## src/rtl/core/mcal_pkg.sv

```systemverilog
`default_nettype none
package mcal_pkg;

    // Block dimensions.
    localparam int CHANNELS   = 10;
    localparam int CURVES     = 4;
    localparam int CURVE_LAST = 200;
    localparam int GRID_SIDE  = 5;

    localparam int PINS       = GRID_SIDE * GRID_SIDE;
    localparam int CH_IDX_W   = $clog2(CHANNELS);
    localparam int CURVE_SPAN = 256;
    localparam int CURVE_W    = $clog2(CURVES);
    localparam int RAM_DEPTH  = CURVES * CURVE_SPAN;
    localparam int RAM_AW     = $clog2(RAM_DEPTH);
    localparam int SUM_W      = 24;
    localparam int DIV_STEPS  = SUM_W;
    localparam int DCNT_W     = $clog2(DIV_STEPS);

    // Action codes.
    localparam logic [2:0] ACT_SAMPLE    = 3'd0;
    localparam logic [2:0] ACT_CONFIGURE = 3'd1;
    localparam logic [2:0] ACT_ENABLE    = 3'd2;
    localparam logic [2:0] ACT_DISABLE   = 3'd3;
    localparam logic [2:0] ACT_REPORT    = 3'd4;
    localparam logic [2:0] ACT_LOAD      = 3'd5;

    typedef enum logic [2:0] {
        S_IDLE,
        S_EXEC,
        S_DIV,
        S_LOOK,
        S_LWAIT,
        S_OUT
    } t_state;

    typedef struct packed {
        logic [2:0]         action;
        logic [3:0]         channel;
        logic [2:0]         in_col;
        logic [2:0]         in_row;
        logic [2:0]         drive_col;
        logic [2:0]         drive_row;
        logic [1:0]         curve_select;
        logic [7:0]         window_len;
        logic signed [15:0] sample_value;
        logic [7:0]         curve_index;
        logic [15:0]        curve_word;
    } t_in;

    typedef struct packed {
        logic               status;
        logic               drive_valid;
        logic [4:0]         drive_pin;
        logic [15:0]        drive_value;
        logic signed [15:0] report_input;
        logic [15:0]        report_output;
        logic [PINS-1:0]    active_pins;
    } t_out;

    typedef struct packed {
        logic latch;
        logic exec;
        logic div_step;
        logic look;
        logic lwait;
        logic out_load;
    } t_cmd;

    typedef struct packed {
        logic need_div;
        logic div_last;
        logic out_free;
    } t_stat;

    // Saturate a one based grid coordinate into 1..GRID_SIDE.
    function automatic logic [2:0] sat_coord(input logic [2:0] c);
        logic [2:0] r;
        if (c == 3'd0) begin
            r = 3'd1;
        end else if (c > 3'(GRID_SIDE)) begin
            r = 3'(GRID_SIDE);
        end else begin
            r = c;
        end
        return r;
    endfunction

    // Pin number from saturated one based row and column.
    function automatic logic [4:0] pin_of(input logic [2:0] row, input logic [2:0] col);
        logic [4:0] rr;
        logic [4:0] cc;
        rr = {2'b00, row - 3'd1};
        cc = {2'b00, col - 3'd1};
        return 5'(rr * 5'(GRID_SIDE)) + cc;
    endfunction

endpackage
`default_nettype wire

```

## src/rtl/core/mcal_ctrl.sv

```systemverilog
`default_nettype none
module mcal_ctrl (
    input  wire logic            i_clk,
    input  wire logic            i_rst_n,
    input  wire logic            i_in_valid,
    input  wire mcal_pkg::t_stat i_stat,
    output mcal_pkg::t_cmd       o_cmd,
    output logic                 o_in_ready,
    output mcal_pkg::t_state     o_state
);
    import mcal_pkg::*;

    t_state r_state;
    t_state n_state;

    // State register.
    always_ff @(posedge i_clk) begin
        if (!i_rst_n) begin
            r_state <= S_IDLE;
        end else begin
            r_state <= n_state;
        end
    end

    // Next state and commands.
    always_comb begin
        n_state = r_state;
        o_cmd   = '0;
        case (r_state)
            S_IDLE: begin
                o_cmd.latch = i_in_valid;
                if (i_in_valid) begin
                    n_state = S_EXEC;
                end
            end
            S_EXEC: begin
                o_cmd.exec = 1'b1;
                n_state    = i_stat.need_div ? S_DIV : S_OUT;
            end
            S_DIV: begin
                o_cmd.div_step = 1'b1;
                if (i_stat.div_last) begin
                    n_state = S_LOOK;
                end
            end
            S_LOOK: begin
                o_cmd.look = 1'b1;
                n_state    = S_LWAIT;
            end
            S_LWAIT: begin
                o_cmd.lwait = 1'b1;
                n_state     = S_OUT;
            end
            S_OUT: begin
                if (i_stat.out_free) begin
                    o_cmd.out_load = 1'b1;
                    n_state        = S_IDLE;
                end
            end
            default: begin
                n_state = S_IDLE;
            end
        endcase
    end

    assign o_in_ready = (r_state == S_IDLE);
    assign o_state    = r_state;

endmodule
`default_nettype wire

```

## config.mk

```make
export PLATFORM = sky130hd
export DESIGN_NAME = mcal_ctrl
export DESIGN_NICKNAME = d
export VERILOG_FILES = /design/src/rtl/core/mcal_pkg.sv /design/src/rtl/core/mcal_ctrl.sv
export SDC_FILE = /design/constraint.sdc
export NUM_CORES = 1
export LEC_CHECK = 0
export ABC_AREA = 1
export ABC_CLOCK_PERIOD_IN_PS = 850
export BUFFER_PORTS_ARGS = -buffer_cell sky130_fd_sc_hd__buf_2
export CORE_AREA = 2 2 39 41
export DETAILED_ROUTE_END_ITERATION = 6
export DIE_AREA = 0 0 41 43
export PLACE_DENSITY_LB_ADDON = 0.12
export SLEW_MARGIN = 20
export SYNTH_ARGS = -nofsm -noshare
export SYNTH_HDL_FRONTEND = slang
export SYNTH_SLANG_ARGS = --single-unit
export TNS_END_PERCENT = 5
```

## constraint.sdc

```tcl
create_clock -name i_clk -period 0.85 [get_ports i_clk]
set_input_delay 0.1275 -clock i_clk [delete_from_list [all_inputs] [get_ports i_clk]]
set_output_delay 0.1275 -clock i_clk [all_outputs]
set_load 0.1 [all_outputs]
```

# [Word level (Yosys, flattened, before mapping)]
# Cells that the tools add are included.
[totals] reg_bits=3
[op_classes] eq_ne=8 muxes=12 reduce_logical=2
[op_table] cell="case mux 3 bit (6 select lines)" count=1
[op_table] cell="2-to-1 mux 3 bit" count=4
[op_table] cell="2-to-1 mux 1 bit" count=7
[op_table] cell="equality test 3 x 2 -> 1 bit, second input constant" count=2
[op_table] cell="equality test 3 bit, second input constant" count=2
[op_table] cell="inequality test 2 bit, second input constant" count=3
[op_table] cell="equality test 3 x 1 -> 1 bit, second input constant" count=1
[op_table] cell="logical NOT 3 bit" count=1
[op_table] cell="AND reduction 3 bit" count=1

# [Longest topological paths before layout]
[logic_depth] ltp_word=3 ltp_mapped=8

# [Worst setup path after synthesis]
# Ideal clock, no wire load.
[synth_path] kind="reg-to-reg" startpoint="reg r_state[0], in the netlist o_state[0]" endpoint="reg r_state[2], in the netlist o_state[2]" path_slack_ps=-1985 path_stages_with_launch=6 path_buffers=0 arrival_ps=2779 required_ps=794 path_cell_list="dfxtp_1 > inv_2 > nor2_1 > nand3b_1 > o21ai_1 > inv_1"
[synth_between] elab_chain_len=3 elab_cells_between_ends=11 cone_classes="eq/ne (8); mux (1); reduce/logical (2)"
[synth_lines] item="start, declared" line_no="mcal_ctrl.sv:13" rtl="t_state r_state;"
[synth_lines] item="start signal, assigned" line_no="mcal_ctrl.sv:21" rtl="r_state <= n_state;"
[synth_lines] item="equality test 3 x 2 -> 1 bit, or another cell as far along" line_no="mcal_ctrl.sv:29" rtl="case (r_state)"
[synth_lines] item="inequality test 2 bit (no source line)"
[synth_lines] item="AND reduction 3 bit (no source line)"
# Parallel ways exist; a longest one is shown, timed or not.
# A chain may end at the register's enable or synchronous reset.

==> summary by stage <==
Status
The run finished, with violations left. The checks that failed: setup timing.

Critical path
The reg-to-reg startpoint is o_state[2]. The worst setup path is launched from a flop. The setup check on the worst reg-to-reg path leaves a slack of -0.15 ns. STA classifies the critical path endpoint as an output pin. Of all nets on the critical path, the largest fanout is 5. The critical setup path kind is reg -> out. The data required time at the worst endpoint is 0.72 ns. The arrival time at the worst endpoint is around 1.1 ns. The number of cells on the worst reg-to-reg path is 6. The critical path starts at o_state[1]. In this run the critical register-to-register path is captured at o_state[2].

Logic synthesis
The netlist area before placement is between 200 and 250 sq um. The number of nets produced by synthesis is 47. After synthesis the netlist holds a flip-flop and latch count of 3. The count of cell types in the netlist is 15. Synthesis produced a netlist whose cell count is 41. For this run, the register share of the synthesized area comes to 0.264. The average footprint of a synthesized cell is approximately 5.6 sq um.

The total number of yosys warnings is 0.

STA
Dividing the final minimum period by the clock period gives 1.49. The number of pins with negative max-slew slack in the final report was 0. Measured against its own limit, the worst slew margin works out to 0.871. The count of final setup violators is 13. For the final database, setup skew stands at around 0.0015 ns. Setup repair after global routing could not meet its margin everywhere. The post-layout minimum cycle time is 1.26 ns. The highest clock rate is just under 800 MHz.

The number of hold violations in the final report is 0. Setup slack on the critical path of the routed design comes to -0.413 ns. For the pin with the worst max-slew slack, the measured transition is around 0.19 ns.

Floorplan
The width of the die is 41 um. During I/O placement, the number of pins put on the boundary was 16. The row count is 14. The floorplan step defined a die boundary enclosing 1760 sq um.

The initial utilization of the core area, before any placement, comes to 0.165. The core region is approximately 1400 sq um. The height of the die is 43 um.

Detailed routing
For this run, design rule violations remaining after detail routing come to 0. In the final routed layout, each cell accounts on average for between 8 and 9 um. The routed design has about 670 um of wire. For this block, the initial DRC count from the detailed router was 0. The count of nets left with antenna violations after detail routing is 0.

The total iterations of the first detailed-routing run is 1. Using the TritonRoute via totals, the vias-per-cell ratio works out to 3.89. The total number of vias is around 320.

Placed design
Routability-driven placement finished with a final weighted congestion of between 0.7 and 0.8. The worst setup slack after placement is -0.246 ns. The half-perimeter wire length of the detailed placement result is about 600 um. The port buffer count is 15.

Clocking
The CTS tree is done. The number of clock buffers inserted by TritonCTS is 3. The H-tree depth is 1. The number of buffers inserted for hold repair after clock tree synthesis is 0.

Clock-pin slew was measured on the worst setup and hold paths at about 0.03 ns. The root buffer cell chosen for the clock tree is clkbuf_4. The clock passes through at most 2 buffers. The clock net sink count is 3. For the worst-skew pair, the clock arrives at the later sink with an insertion delay of approximately 0.23 ns.

Pwr
The completed layout was analyzed and its total power is approximately 0.0018 W. The power density over the cells is 2870 nW/um^2. Across the VDD grid, the largest voltage drop is 1130 uV. The analysis attributes to cell leakage a power of 0.295 nW.

Finish
0 antenna diodes ended up in the layout. In the layout the commonest cells are buf_12 (10), nor2_4 (5), nand2_1 (5), inv_1 (5), buf_2 (5). The most common library cell in the layout ignoring fill and taps is buf_12. The area growth from synthesis to layout is 175%. The register with the most flip-flops in the layout has 3 of them. Of the cells placed in the final design, the portion with a size suffix greater than 1 is 0.652. After the last flow step, the layout net total stands at 73.

Worst hold path
The kind of path behind the tightest hold check is in -> reg. The start point of the worst min-delay path is i_rst_n. The worst hold path terminates at o_state[2]. The worst hold path passes through 3 cells.

Global routing
The pin count of the biggest net entering global routing is 6. The first global-routing pass estimated 1100 um of wire. The overall routing resource usage is 0.0932. The initial antenna violation count is 0. The number of global-route vias before repair came to between 300 and 400. The total overflow left after global routing is 0.

Run
The tool flagged a number of max-cap violations equal to 0.
-- where the power goes --
part / total, W / internal, W / switching, W
Sequential: 0.000228 / 0.000176 / 0.0000525
Clock: 0.000252 / 0.000176 / 0.0000762
Combinational: 0.00131 / 0.000470 / 0.000843
-- how the worst max path moves through the flow --
| stage | endpoint | depth (start not counted) |
|---|---|---|
| finish | o_cmd[4] | 3 |
| global route | o_cmd[4] | 3 |
| CTS | o_cmd[4] | 3 |
| detailed placement | o_cmd[5] | 4 |
| global placement | o_cmd[5] | 4 |
| floorplan | o_state[1] | 4 |
-- cell usage after synthesis (all sizes together) --
cell	instances	area [sq um]
inv	10	37.5
nor2	10	40.0
nand2	8	32.5
dfxtp	3	60.1
nand3	3	15.0
o21ai	2	10.0
a21oi	1	5.00
clkinv	1	3.75
nand3b	1	7.51
nand4	1	6.26
nor3	1	10.0
-- what timing repair did --
action | in CTS | in global routing
pin swaps | 4 | 1
buffers inserted | 0 | 0
hold endpoints to repair | 0 | 0
setup endpoints to repair | 13 | 13
gates resized for setup | 9 | 5
-- cells by family after synthesis --
kind of cell / count (synthesis) / share of synthesized area
AOI/OAI and AO/OA: 3 / 0.0659
buffers and inverters: 11 / 0.181
DFF: 3 / 0.264
and+or+nand+nor: 24 / 0.489
-- area by class of cell --
class | count | area [sq um]
Inverter | 11 | 46.3
Sequential cell | 3 | 71.3
Timing Repair Buffer | 21 | 282
Fill cell | 144 | 758
Clock buffer | 4 | 26.3
Tap cell | 16 | 20.0
Multi-Input combinational cell | 27 | 180
-- critical path, cell delays in order (launching register included) --
cell and delay, ns:
dfxtp_4 0.36, buf_6 0.12, nor3_4 0.22, buf_12 0.20
-- per-stage QoR --
step	utilization	std cells	area [sq um]	TNS (ns)	hold WS [ns]
after detailed placement	0.403	78	558	-1.58	0.353
final	0.452	82	626	-3.51	0.112
after global routing	0.452	82	626	-4.23	0.126
after floorplan	-	41	268	-7.57	0.232
after global placement	0.403	78	558	-1.49	0.354
after CTS	0.440	82	609	-3.69	0.105
-- layer usage --
| layer | vias up | share of wire | GRT usage |
|---|---|---|---|
| li1 | 176 | - | - |
| met1 | 133 | 0.39 | 0.105 |
| met2 | 8 | 0.54 | 0.141 |
| met3 | 2 | 0.043 | 0.0157 |
| met4 | 0 | 0.025 | 0.0800 |
| met5 | - | 0 | 0 |
(Power assumes the default switching activity.)
